===== config.mk =====
export PLATFORM = sky130hd
export DESIGN_NAME = phich_reg_index_mapper
export DESIGN_NICKNAME = d
export VERILOG_FILES = /design/src/rtl/prm_pkg.sv /design/src/rtl/prm_div_cell.sv /design/src/rtl/phich_reg_index_mapper.sv
export SDC_FILE = /design/constraint.sdc
export NUM_CORES = 2
export LEC_CHECK = 0
export ABC_AREA = 0
export BUFFER_PORTS_ARGS = -buffer_cell sky130_fd_sc_hd__buf_4
export CORE_MARGIN = 2
export CORE_UTILIZATION = 25
export DETAILED_ROUTE_END_ITERATION = 10
export REMOVE_ABC_BUFFERS = 1
export SKIP_CTS_REPAIR_TIMING = 1
export SLEW_MARGIN = 20
export SYNTH_ARGS = -nofsm -noshare
export SYNTH_HDL_FRONTEND = slang
export SYNTH_SLANG_ARGS = --single-unit

===== constraint.sdc =====
create_clock -name clk -period 25.1 [get_ports clk]
set_clock_uncertainty 0.2 [all_clocks]
set_input_delay 0 -clock clk [delete_from_list [all_inputs] [get_ports clk]]
set_output_delay 0 -clock clk [all_outputs]
set_load 0.03 [all_outputs]

===== src/rtl/prm_pkg.sv =====
package prm_pkg;

  // field widths
  localparam int GROUP_W = 6;
  localparam int RB_W = 7;
  localparam int CELL_ID_W = 9;
  localparam int NG_W = 4;
  localparam int CTRL_W = 9;
  localparam int FIRST_W = 8;
  localparam int SECOND_W = 9;
  localparam int TOTAL_W = 6;
  localparam int CFG_IDX_W = 3;
  localparam int CFG_DATA_W = 9;

  // padded stream widths
  localparam int S_DATA_W = 8;
  localparam int M_DATA_W = 40;

  // divider chain geometry
  localparam int REM_W = 18;
  localparam int QUOT_W = 11;
  localparam int A_STEPS = 11;
  localparam int A_SHIFT = A_STEPS - 1;
  localparam int B_STEPS = 7;
  localparam int B_SHIFT = B_STEPS - 1;

  // bandwidth and factor limits
  localparam logic [RB_W-1:0] RB_MIN = 7'd6;
  localparam logic [RB_W-1:0] RB_MAX = 7'd110;
  localparam logic [NG_W-1:0] NG_MAX = 4'd12;

  // configuration register indexes
  localparam logic [CFG_IDX_W-1:0] CFG_RESOURCE_BLOCKS = 3'd0;
  localparam logic [CFG_IDX_W-1:0] CFG_CELL_ID = 3'd1;
  localparam logic [CFG_IDX_W-1:0] CFG_NG_TIMES_SIX = 3'd2;
  localparam logic [CFG_IDX_W-1:0] CFG_EXTENDED_PREFIX = 3'd3;
  localparam logic [CFG_IDX_W-1:0] CFG_CONTROL_REG_A = 3'd4;
  localparam logic [CFG_IDX_W-1:0] CFG_CONTROL_REG_B = 3'd5;
  localparam logic [CFG_IDX_W-1:0] CFG_CONTROL_REG_C = 3'd6;
  localparam logic [CFG_IDX_W-1:0] CFG_CONTROL_REG_D = 3'd7;

  // per-item data that rides along the chain untouched
  typedef struct packed {
    logic [GROUP_W-1:0] group_index;
    logic               group_valid;
    logic [TOTAL_W-1:0] group_total;
    logic [FIRST_W-1:0] reg_first;
  } side_t;

  // contents of one divider cell
  typedef struct packed {
    logic [REM_W-1:0]  divisor;
    logic [REM_W-1:0]  rem_a;
    logic [REM_W-1:0]  rem_b;
    logic [REM_W-1:0]  rem_c;
    logic [QUOT_W-1:0] quot;
    side_t             side;
  } lane_t;

endpackage


===== src/rtl/prm_div_cell.sv =====
module prm_div_cell (
  input  logic           clk,
  input  logic           rst,
  input  logic           in_valid,
  output logic           in_ready,
  input  prm_pkg::lane_t in_data,
  output logic           out_valid,
  input  logic           out_ready,
  output prm_pkg::lane_t out_data
);
  import prm_pkg::*;

  lane_t step;

  // one restoring step on three remainders against a shared divisor
  always_comb begin
    step = in_data;
    if (in_data.rem_a >= in_data.divisor) begin
      step.rem_a = in_data.rem_a - in_data.divisor;
    end
    if (in_data.rem_b >= in_data.divisor) begin
      step.rem_b = in_data.rem_b - in_data.divisor;
    end
    if (in_data.rem_c >= in_data.divisor) begin
      step.rem_c = in_data.rem_c - in_data.divisor;
    end
    step.quot = {in_data.quot[QUOT_W-2:0], in_data.rem_a >= in_data.divisor};
    step.divisor = in_data.divisor >> 1;
  end

  assign in_ready = !out_valid || out_ready;

  always_ff @(posedge clk) begin
    if (rst) begin
      out_valid <= 1'b0;
    end else if (in_ready) begin
      out_valid <= in_valid;
    end
  end

  always_ff @(posedge clk) begin
    if (in_valid && in_ready) begin
      out_data <= step;
    end
  end

endmodule


===== src/rtl/phich_reg_index_mapper.sv =====
// phich group to resource element group mapper
// s_* channel: one transfer per group query, s_tdata[5:0] = group_index.
// m_* channel: one transfer per query, same order, fields listed at the port.
// cfg_* port: write-only register file, to be written by the user only
// while no query is in flight (the block does not check this); a write
// takes effect for every query that is accepted after it. the query runs
// through a front stage, a chain of 11 divider cells that produce
// floor(cell_id*3N/(2N-4)) and the first-symbol index mod 2N-4, a fix-up
// stage (pcfich check, offsets), 7 divider cells for the mod 3N reductions
// and an output register. every stage has its own valid and ready, so
// bubbles are squeezed out and, while m_tready is high, a new query is
// taken each cycle: one query per clock. when m_tready is low the chain
// fills up stage by stage and s_tready drops only once all 21 stages hold
// a query. rst clears all valid bits and loads the register reset values
// (25 resource blocks, cell id 0, ng*6 = 6, normal prefix, pcfich regs 0).
module phich_reg_index_mapper (
  input  logic                                 clk,
  input  logic                                 rst,
  // group_index
  input  logic [prm_pkg::S_DATA_W-1:0]         s_tdata,
  input  logic                                 s_tvalid,
  output logic                                 s_tready,
  // reg_first, reg_second, reg_third, group_valid, group_total, zero pad
  output logic [prm_pkg::M_DATA_W-1:0]         m_tdata,
  output logic                                 m_tvalid,
  input  logic                                 m_tready,
  input  logic                                 cfg_we,
  input  logic [prm_pkg::CFG_IDX_W-1:0]        cfg_index,
  input  logic [prm_pkg::CFG_DATA_W-1:0]       cfg_data
);
  import prm_pkg::*;

  // configuration registers
  logic [RB_W-1:0]      resource_blocks;
  logic [CELL_ID_W-1:0] cell_id;
  logic [NG_W-1:0]      ng_times_six;
  logic                 extended_prefix;
  logic [CTRL_W-1:0]    control_reg_a;
  logic [CTRL_W-1:0]    control_reg_b;
  logic [CTRL_W-1:0]    control_reg_c;
  logic [CTRL_W-1:0]    control_reg_d;

  always_ff @(posedge clk) begin
    if (rst) begin
      resource_blocks <= 7'd25;
      cell_id         <= '0;
      ng_times_six    <= 4'd6;
      extended_prefix <= 1'b0;
      control_reg_a   <= '0;
      control_reg_b   <= '0;
      control_reg_c   <= '0;
      control_reg_d   <= '0;
    end else if (cfg_we) begin
      case (cfg_index)
        CFG_RESOURCE_BLOCKS: resource_blocks <= cfg_data[RB_W-1:0];
        CFG_CELL_ID:         cell_id <= cfg_data[CELL_ID_W-1:0];
        CFG_NG_TIMES_SIX:    ng_times_six <= cfg_data[NG_W-1:0];
        CFG_EXTENDED_PREFIX: extended_prefix <= cfg_data[0];
        CFG_CONTROL_REG_A:   control_reg_a <= cfg_data[CTRL_W-1:0];
        CFG_CONTROL_REG_B:   control_reg_b <= cfg_data[CTRL_W-1:0];
        CFG_CONTROL_REG_C:   control_reg_c <= cfg_data[CTRL_W-1:0];
        CFG_CONTROL_REG_D:   control_reg_d <= cfg_data[CTRL_W-1:0];
        default: begin
        end
      endcase
    end
  end

  // config-derived; the user keeps them stable while queries are in flight
  logic [RB_W-1:0]   nrb;
  logic [NG_W-1:0]   ng;
  logic [FIRST_W-1:0] n0;    // 2N-4, at most 216
  logic [SECOND_W-1:0] n1;   // 3N, at most 330
  logic [10:0]       grp_num;
  logic [6:0]        grp_div16;
  logic [11:0]       grp_recip;
  logic [4:0]        grp_half;
  logic [TOTAL_W-1:0] grp_total;

  always_comb begin
    nrb = resource_blocks;
    if (resource_blocks < RB_MIN) begin
      nrb = RB_MIN;
    end else if (resource_blocks > RB_MAX) begin
      nrb = RB_MAX;
    end
    ng = (ng_times_six > NG_MAX) ? NG_MAX : ng_times_six;
    n0 = {nrb, 1'b0} - 8'd4;
    n1 = {1'b0, nrb, 1'b0} + {2'b0, nrb};
    // ceil(ng*N/48) = floor((ng*N+47)/16/3), the /3 by multiply with 43/128
    grp_num = 11'(ng) * 11'(nrb) + 11'd47;
    grp_div16 = grp_num[10:4];
    grp_recip = {5'b0, grp_div16} * 12'd43;
    grp_half = grp_recip[11:7];
    grp_total = extended_prefix ? {grp_half, 1'b0} : {1'b0, grp_half};
  end

  // front stage: load the first divider lane
  logic  front_valid;
  lane_t front_data;
  lane_t front_next;
  logic  front_ready;
  logic [GROUP_W-1:0] group_in;

  assign group_in = s_tdata[GROUP_W-1:0];

  always_comb begin
    front_next = '0;
    front_next.divisor = REM_W'(n0) << A_SHIFT;
    front_next.rem_a = REM_W'(cell_id) * REM_W'(n1);
    front_next.rem_b = REM_W'(cell_id) + REM_W'(group_in);
    front_next.rem_c = REM_W'(cell_id) + REM_W'(group_in) + REM_W'(1);
    front_next.side.group_index = group_in;
    // valid below half the count (the count is doubled for extended prefix)
    front_next.side.group_valid = group_in < {1'b0, grp_total[TOTAL_W-1:1]};
    front_next.side.group_total = grp_total;
  end

  logic a_valid [0:A_STEPS];
  logic a_ready [0:A_STEPS];
  lane_t a_data [0:A_STEPS];

  assign front_ready = !front_valid || a_ready[0];
  assign s_tready = front_ready;

  always_ff @(posedge clk) begin
    if (rst) begin
      front_valid <= 1'b0;
    end else if (front_ready) begin
      front_valid <= s_tvalid;
    end
  end

  always_ff @(posedge clk) begin
    if (s_tvalid && front_ready) begin
      front_data <= front_next;
    end
  end

  assign a_valid[0] = front_valid;
  assign a_data[0] = front_data;

  // first chain: quotient for the second/third symbol base, remainders mod n0
  for (genvar i = 0; i < A_STEPS; i++) begin : g_a_cell
    prm_div_cell u_cell (
      .clk       (clk),
      .rst       (rst),
      .in_valid  (a_valid[i]),
      .in_ready  (a_ready[i]),
      .in_data   (a_data[i]),
      .out_valid (a_valid[i+1]),
      .out_ready (a_ready[i+1]),
      .out_data  (a_data[i+1])
    );
  end

  // fix-up stage: pcfich avoidance and offsets for the mod 3N lanes
  logic  fix_valid;
  lane_t fix_data;
  lane_t fix_next;
  logic  fix_ready;
  lane_t a_last;
  logic  pcfich_hit;
  logic [11:0] base_sum;

  assign a_last = a_data[A_STEPS];

  always_comb begin
    // a single bump to the next index, no second check
    pcfich_hit = (a_last.rem_b == REM_W'(control_reg_a)) ||
                 (a_last.rem_b == REM_W'(control_reg_b)) ||
                 (a_last.rem_b == REM_W'(control_reg_c)) ||
                 (a_last.rem_b == REM_W'(control_reg_d));
    base_sum = {1'b0, a_last.quot} + 12'(a_last.side.group_index) + 12'(nrb);
    fix_next = '0;
    fix_next.side = a_last.side;
    fix_next.side.reg_first = pcfich_hit ? a_last.rem_c[FIRST_W-1:0]
                                         : a_last.rem_b[FIRST_W-1:0];
    fix_next.divisor = REM_W'(n1) << B_SHIFT;
    fix_next.rem_a = REM_W'(base_sum);
    fix_next.rem_b = REM_W'(base_sum) + REM_W'(nrb);
  end

  logic b_valid [0:B_STEPS];
  logic b_ready [0:B_STEPS];
  lane_t b_data [0:B_STEPS];

  assign fix_ready = !fix_valid || b_ready[0];
  assign a_ready[A_STEPS] = fix_ready;

  always_ff @(posedge clk) begin
    if (rst) begin
      fix_valid <= 1'b0;
    end else if (fix_ready) begin
      fix_valid <= a_valid[A_STEPS];
    end
  end

  always_ff @(posedge clk) begin
    if (a_valid[A_STEPS] && fix_ready) begin
      fix_data <= fix_next;
    end
  end

  assign b_valid[0] = fix_valid;
  assign b_data[0] = fix_data;

  // second chain: reduce both offsets mod n1
  for (genvar j = 0; j < B_STEPS; j++) begin : g_b_cell
    prm_div_cell u_cell (
      .clk       (clk),
      .rst       (rst),
      .in_valid  (b_valid[j]),
      .in_ready  (b_ready[j]),
      .in_data   (b_data[j]),
      .out_valid (b_valid[j+1]),
      .out_ready (b_ready[j+1]),
      .out_data  (b_data[j+1])
    );
  end

  // output register, invalid groups report zero indices
  logic [M_DATA_W-1:0] out_next;
  logic                out_ready;
  lane_t               b_last;

  assign b_last = b_data[B_STEPS];

  always_comb begin
    out_next = '0;
    if (b_last.side.group_valid) begin
      out_next[FIRST_W-1:0] = b_last.side.reg_first;
      out_next[FIRST_W +: SECOND_W] = b_last.rem_a[SECOND_W-1:0];
      out_next[FIRST_W+SECOND_W +: SECOND_W] = b_last.rem_b[SECOND_W-1:0];
    end
    out_next[FIRST_W+2*SECOND_W] = b_last.side.group_valid;
    out_next[FIRST_W+2*SECOND_W+1 +: TOTAL_W] = b_last.side.group_total;
  end

  assign out_ready = !m_tvalid || m_tready;
  assign b_ready[B_STEPS] = out_ready;

  always_ff @(posedge clk) begin
    if (rst) begin
      m_tvalid <= 1'b0;
    end else if (out_ready) begin
      m_tvalid <= b_valid[B_STEPS];
    end
  end

  always_ff @(posedge clk) begin
    if (b_valid[B_STEPS] && out_ready) begin
      m_tdata <= out_next;
    end
  end

endmodule

### After elaboration in Yosys (flattened, before gate mapping)

Index checks and enable logic that the tools add are counted.

* input port bits: 25
* register bits after elaboration: 1486
* memories: 0
* memory bits (read-only): 0
* output and inout bits: 42
* word-level logic and storage cells: 418
* bits in writable memories: 0
* latch bits: 0

* $add $sub $neg: 54
* eq/ne operators: 11
* reductions and logical operators: 75
* shift operators: 0
* muxes and demuxes: 51
* $lt $le $gt $ge: 51
* $mul: 3
* divide/modulo/power cells: 0
* bitwise operators: 0

Operators by type and width (number)
* $mux W18: 42
* $ge A18 B10 Y1: 5
* $ge A18 B11 Y1: 5
* $ge A18 B12 Y1: 5
* $ge A18 B13 Y1: 5
* $ge A18 B14 Y1: 5
* $ge A18 B9 Y1: 5
* $sub A18 B10 Y18: 5
* $sub A18 B11 Y18: 5
* $sub A18 B12 Y18: 5
* $sub A18 B13 Y18: 5
* $sub A18 B14 Y18: 5
* $eq A18 B9 Y1: 4
* $ge A18 B15 Y1: 4
* $sub A18 B15 Y18: 4
* $ge A18 B16 Y1: 3
* $ge A18 B17 Y1: 3
* $ge A18 B18 Y1: 3
* $ge A18 B8 Y1: 3
* $sub A18 B16 Y18: 3
* $sub A18 B17 Y18: 3
* $sub A18 B18 Y18: 3
* $sub A18 B9 Y18: 3
* $logic_or A1 B1 Y1: 24
* 33 further kinds: 88

### Depth between registers and ports, before layout

* depth in word-level cells: 23
* gate-level depth with buffers: 37
* gate-level depth less buffers: 36

### Cells and area by module

From an unflattened synthesis, not the netlist that was laid out.

* cell total of the unflattened synthesis: 11346
* area total of the unflattened synthesis: 130068.5 µm²

Modules (own cells, without submodules)
* prm_div_cell (g_a_cell[6].u_cell ...): area each 6368.6 µm², cells an instance 550, sequential area each 3113.0 µm², times used 9
* prm_div_cell (g_a_cell[1].u_cell ...): area each 6521.3 µm², cells an instance 546, sequential area each 3113.0 µm², times used 5
* phich_reg_index_mapper: area each 13347.8 µm², cells an instance 1265, sequential area each 5615.4 µm², times used 1
* prm_div_cell (g_a_cell[0].u_cell): area each 6900.4 µm², cells an instance 620, sequential area each 3113.0 µm², times used 1
* prm_div_cell (g_b_cell[3].u_cell): area each 6766.5 µm², cells an instance 602, sequential area each 3113.0 µm², times used 1
* prm_div_cell (g_b_cell[6].u_cell): area each 6577.6 µm², cells an instance 590, sequential area each 3113.0 µm², times used 1
* prm_div_cell (g_a_cell[10].u_cell): area each 6552.5 µm², cells an instance 589, sequential area each 3113.0 µm², times used 1

### Worst setup path before layout

OpenSTA, ideal clock, no wires.

* path kind: register -> register
* from: reg resource_blocks[6]
* to: reg front_data (netlist bit a_data[1158]) (data pin)
* library setup time: 176 ps
* data required time: 24724 ps
* path buffers: 1
* slack: 16810 ps
* data arrival time: 7914 ps
* clock period less this slack: 8290 ps
* cell stages (with the launch flop): 34
* cells stage by stage: dfxtp_1 -> buf_2 -> and2_4 -> a22oi_1 -> nand2b_1 -> and2_1 -> fa_1 -> fa_1 -> ha_1 -> ha_1 -> a2111o_1 -> a21o_1 -> o31a_1 -> or4_4 -> nand3_4 -> inv_1 -> ha_1 -> inv_1 -> fa_1 -> fa_1 -> inv_1 -> ha_1 -> a21oi_1 -> o22ai_1 -> a31o_2 -> o21a_1 -> o21a_1 -> o21ai_0 -> a21boi_1 -> or4_1 -> ha_1 -> a21oi_1 -> o21ai_0 -> nor4_1

RTL lines
* start, declared: line phich_reg_index_mapper.sv:34 `logic [RB_W-1:0] resource_blocks;`
* start signal, assigned: line phich_reg_index_mapper.sv:55 `CFG_RESOURCE_BLOCKS: resource_blocks <= cfg_data[RB_W-1:0];`
* end signal, assigned: line phich_reg_index_mapper.sv:136 `front_data <= front_next;`
* end, declared: line phich_reg_index_mapper.sv:100 `lane_t front_data;`

==> results.json <==
{
  "status": "complete, but fails checks",
  "violated_checks": "hold timing",
  "startpoint_type": "flip-flop",
  "grt_util_all_layers_pct": 9.97,
  "die_width_um": 542,
  "critPathSlowestCell": "sky130_fd_sc_hd__dfxtp_1",
  "syn-mean-instance-area_um2": 12.6,
  "final-seq-area_um2": 42900,
  "vdd_ir_drop_max_mv": 0.0476,
  "initial_utilization_pct": 25.1,
  "overflow": 0,
  "final.min_clock_period_ps": 9690,
  "critical_path.reg2reg.endpoint": "a_data[1158]$_DFFE_PP_",
  "ios": 67,
  "final-instance-count-excl-fill": 9852,
  "yosys.cell_types.count": 77,
  "multi_input_area_um2": 27800,
  "worstRegToRegCells": 35,
  "power.leakage_nw": 30.4,
  "regToRegSetupSlack_ps": 15410,
  "final_nets": 6569,
  "syn_std_cell_area_um2": 72400,
  "synth_top_area_share_pct": 57.0,
  "reported_max_cap_violation_count": 0,
  "synth_commonest_cells": "1,376 x sky130_fd_sc_hd__edfxtp_1, 461 x sky130_fd_sc_hd__ha_1, 455 x sky130_fd_sc_hd__inv_1",
  "synthDominantAreaCellType": "sky130_fd_sc_hd__edfxtp_1",
  "path_class": "reg2reg",
  "fp.coreArea_um2": 288000,
  "dp_cells": 9529,
  "floorplan.die.height_um": 542,
  "cts_num_sinks": 1454,
  "hold_viol": 1,
  "crit_path_max_fanout": 15,
  "clk_path_buf_depth": 4,
  "worstSkewPairLatency_ps": 800,
  "cts_root_buffer_type": "sky130_fd_sc_hd__clkbuf_16",
  "area_growth_from_synthesis_to_layout_pct": 15.0,
  "report.final.slew_viol_count": 0,
  "tightestPinTransition_ps": 1140,
  "maximum_single_stage_delay_on_the_critical_path_ps": 900,
  "dominant_cell_by_count_in_the_synthesized_netlist": "sky130_fd_sc_hd__edfxtp_1",
  "setup_viol_count_final": 0,
  "maximum_frequency_from_static_timing_analysis_ghz": 0.103,
  "drt_first_pass_iters": 5,
  "synthTopCellsByArea": "sky130_fd_sc_hd__edfxtp_1 57%, sky130_fd_sc_hd__ha_1 8.0%, sky130_fd_sc_hd__fa_1 3.3%, sky130_fd_sc_hd__xnor2_1 3.2%, sky130_fd_sc_hd__inv_1 2.4%",
  "powerDensity_nw_per_um2": 63.2,
  "via_count_of_the_first_global_routing_pass": 43463,
  "synth-warning-count": 0,
  "crit_arrival_ps": 10100,
  "detailedPlace.worstSlack_ps": 15320,
  "grt_pass1_wl_um": 236000,
  "final_area_um2": 83300,
  "hp-class": "in2reg",
  "finalWorstSetupSlack_ps": 15410,
  "timing.critical_path.mode_cell": "sky130_fd_sc_hd__inv_1",
  "synthCells": 5757,
  "clk_transition_reported_paths_ps": 70,
  "drt-total-wl_um": 151000,
  "route.detailed.wl_per_inst_um": 15.3,
  "yosysSeqAreaShare_pct": 59.2,
  "globalplace.congestion": 0.880,
  "synth_edf_count": 1376,
  "critPathCaptureType": "flip-flop",
  "vias": 43058,
  "drive_above_1_share_pct": 6.74,
  "timing.setup.tns_ps": 0,
  "post-dp-hpwl_um": 115000,
  "placementRows": 197,
  "ys_ff_latch": 1454,
  "route.antenna.remaining_nets": 0,
  "die_footprint_um2": 294000,
  "fin_crit_sh_pct": 38.6,
  "cp.required_ps": 25510,
  "timing.critical_path.to": "a_data[1158]$_DFFE_PP_",
  "final.fill_count": 28817,
  "pin_count_of_the_biggest_net_entering_global_routing": 85,
  "avgViaCountPerCell": 4.37,
  "grt_setup_unrepaired": "false",
  "maxSlewHeadroom_pct": 23.5,
  "io_buffer_count": 57,
  "cts_buffers": 153,
  "worstSetupStartpoint": "resource_blocks[6]$_SDFFE_PP0P_",
  "async_reset_ff_share_pct": 0,
  "cts-htree-levels": 4,
  "route.detailed.drc": 0,
  "synth_top_flop_cell": "sky130_fd_sc_hd__edfxtp_1",
  "clock_tree_from_tritoncts": "built",
  "detail_route.iter0.violations": 2745,
  "worstReg2RegStart": "resource_blocks[6]$_SDFFE_PP0P_",
  "placed_cell_area_um2": 77700,
  "antenna_found_initial": 4,
  "final.hold.worst_slack_ps": -2.94
}
==> state kept, by name, summed over array words and instances, names as in the netlist, 9 cells and up <==
signal and flops:
a_data 59, control_reg_c 9, m_tdata 33, g_a_cell.u_cell.out_valid 11, b_data 49, cell_id 9, control_reg_b 9, g_a_cell.u_cell.out_data 844
g_b_cell.u_cell.out_data 391, control_reg_a 9, control_reg_d 9
==> layout make-up <==
type,count,share of cell area (%)
multi-input cells,3748,33.4
repair buffers,149,1.52
well taps,3781,5.68
clock buffers,187,4.90
flip-flops and latches,1454,51.5
diodes,1,0.00300
clock inverters,76,0.997
inverters,456,2.05
==> how the worst min path moves through the flow <==
stage	from	endpoint	slack (ps)	cells past startpoint
global placement	s_tdata[2]	a_data[1161]$_DFFE_PP_	80	1
floorplan	rst	cell_id[0]$_SDFFE_PP0P_	-130	1
finish	rst	m_tvalid$_SDFFE_PP0P_	-3	3
detailed placement	s_tdata[2]	a_data[1161]$_DFFE_PP_	80	1
global route	rst	g_b_cell[6].u_cell.out_valid$_SDFFE_PP0P_	8	3
CTS	s_tdata[2]	a_data[1161]$_DFFE_PP_	-780	1
==> metal layers <==
layer,vias to the layer above,share of wire (%),global-route usage (%)
met4,0,4.1,3.92
li1,21272,-,-
met5,-,0,0
met3,319,4.3,1.67
met2,816,49,17.5
met1,20651,43,12.1
==> cells by family after synthesis <==
| group | Yosys count | share of synthesized area (%) |
|---|---|---|
| AO/OA/AOI/OAI | 995 | 8.39 |
| flip-flops | 1454 | 59.2 |
| buffers and inverters | 566 | 2.99 |
| AND/OR/NAND/NOR | 1607 | 11.2 |
| other | 1 | 0.00518 |
| XOR/XNOR | 463 | 5.61 |
| multiplexers | 89 | 1.30 |
| adder cells (fa/ha/maj) | 582 | 11.3 |
==> where the power goes <==
| part | internal [W] | total [W] | leakage (nW) | switching [W] |
|---|---|---|---|---|
| sequential | 0.00267 | 0.00268 | 13.1 | 0.0000177 |
| combinational | 0.000143 | 0.000343 | 15.0 | 0.000200 |
| clock | 0.00132 | 0.00224 | 2.40 | 0.000919 |
==> worst max-delay path: cells and delay by family (launching register included) <==
kind | cells | cell delay [ps]
buf+inv | 6 | 770
fa+ha+maj | 8 | 2880
simple gates | 8 | 2060
flops | 1 | 900
compound gates | 13 | 2680
==> through the flow <==
| step | utilization, % | power (W) | hold WS, ps |
|---|---|---|---|
| after detailed placement | 27.0 | 0.00307 | 79.1 |
| after global placement | 27.0 | 0.00307 | 79.2 |
| after global routing | 28.9 | 0.00548 | 7.85 |
| final | 28.9 | 0.00527 | -2.94 |
| after CTS | 28.7 | 0.00533 | -781 |
| after floorplan | - | 0.00298 | -131 |
==> cell usage in the layout (no fill, tap or decap), types with 13 or more instances in the layout <==
master	synthesis	routed
sky130_fd_sc_hd__a21o_1	151	151
sky130_fd_sc_hd__clkinv_2	0	22
sky130_fd_sc_hd__clkbuf_1	88	24
sky130_fd_sc_hd__fa_1	121	121
sky130_fd_sc_hd__a211oi_1	20	19
sky130_fd_sc_hd__mux2i_1	47	47
sky130_fd_sc_hd__dlygate4sd3_1	0	58
sky130_fd_sc_hd__and3_1	17	17
sky130_fd_sc_hd__nand4_1	53	53
sky130_fd_sc_hd__clkinv_1	0	22
sky130_fd_sc_hd__inv_1	455	455
sky130_fd_sc_hd__nor4b_1	17	15
sky130_fd_sc_hd__buf_4	10	89
sky130_fd_sc_hd__nand4b_1	22	22
sky130_fd_sc_hd__o21a_1	18	18
sky130_fd_sc_hd__bufinv_16	0	16
sky130_fd_sc_hd__o21ai_1	20	20
sky130_fd_sc_hd__o31ai_1	42	42
sky130_fd_sc_hd__xor2_1	194	194
sky130_fd_sc_hd__ha_1	461	461
sky130_fd_sc_hd__nor4_1	106	104
sky130_fd_sc_hd__a21boi_0	52	44
sky130_fd_sc_hd__nor2_1	375	374
sky130_fd_sc_hd__edfxtp_1	1376	1376
sky130_fd_sc_hd__or4_1	33	33
sky130_fd_sc_hd__a211o_1	13	13
sky130_fd_sc_hd__mux2_2	42	42
sky130_fd_sc_hd__nor2b_1	128	120
sky130_fd_sc_hd__o21ai_0	253	253
sky130_fd_sc_hd__a21oi_1	323	322
sky130_fd_sc_hd__or3_1	35	35
sky130_fd_sc_hd__nor3_1	92	90
sky130_fd_sc_hd__and2_1	78	78
sky130_fd_sc_hd__clkbuf_16	0	155
sky130_fd_sc_hd__nand2_1	434	434
sky130_fd_sc_hd__nand2b_1	102	102
sky130_fd_sc_hd__nand3_1	63	63
sky130_fd_sc_hd__dfxtp_1	78	78
sky130_fd_sc_hd__xnor2_1	268	266
Note: power is estimated with default switching activity, not from simulation.
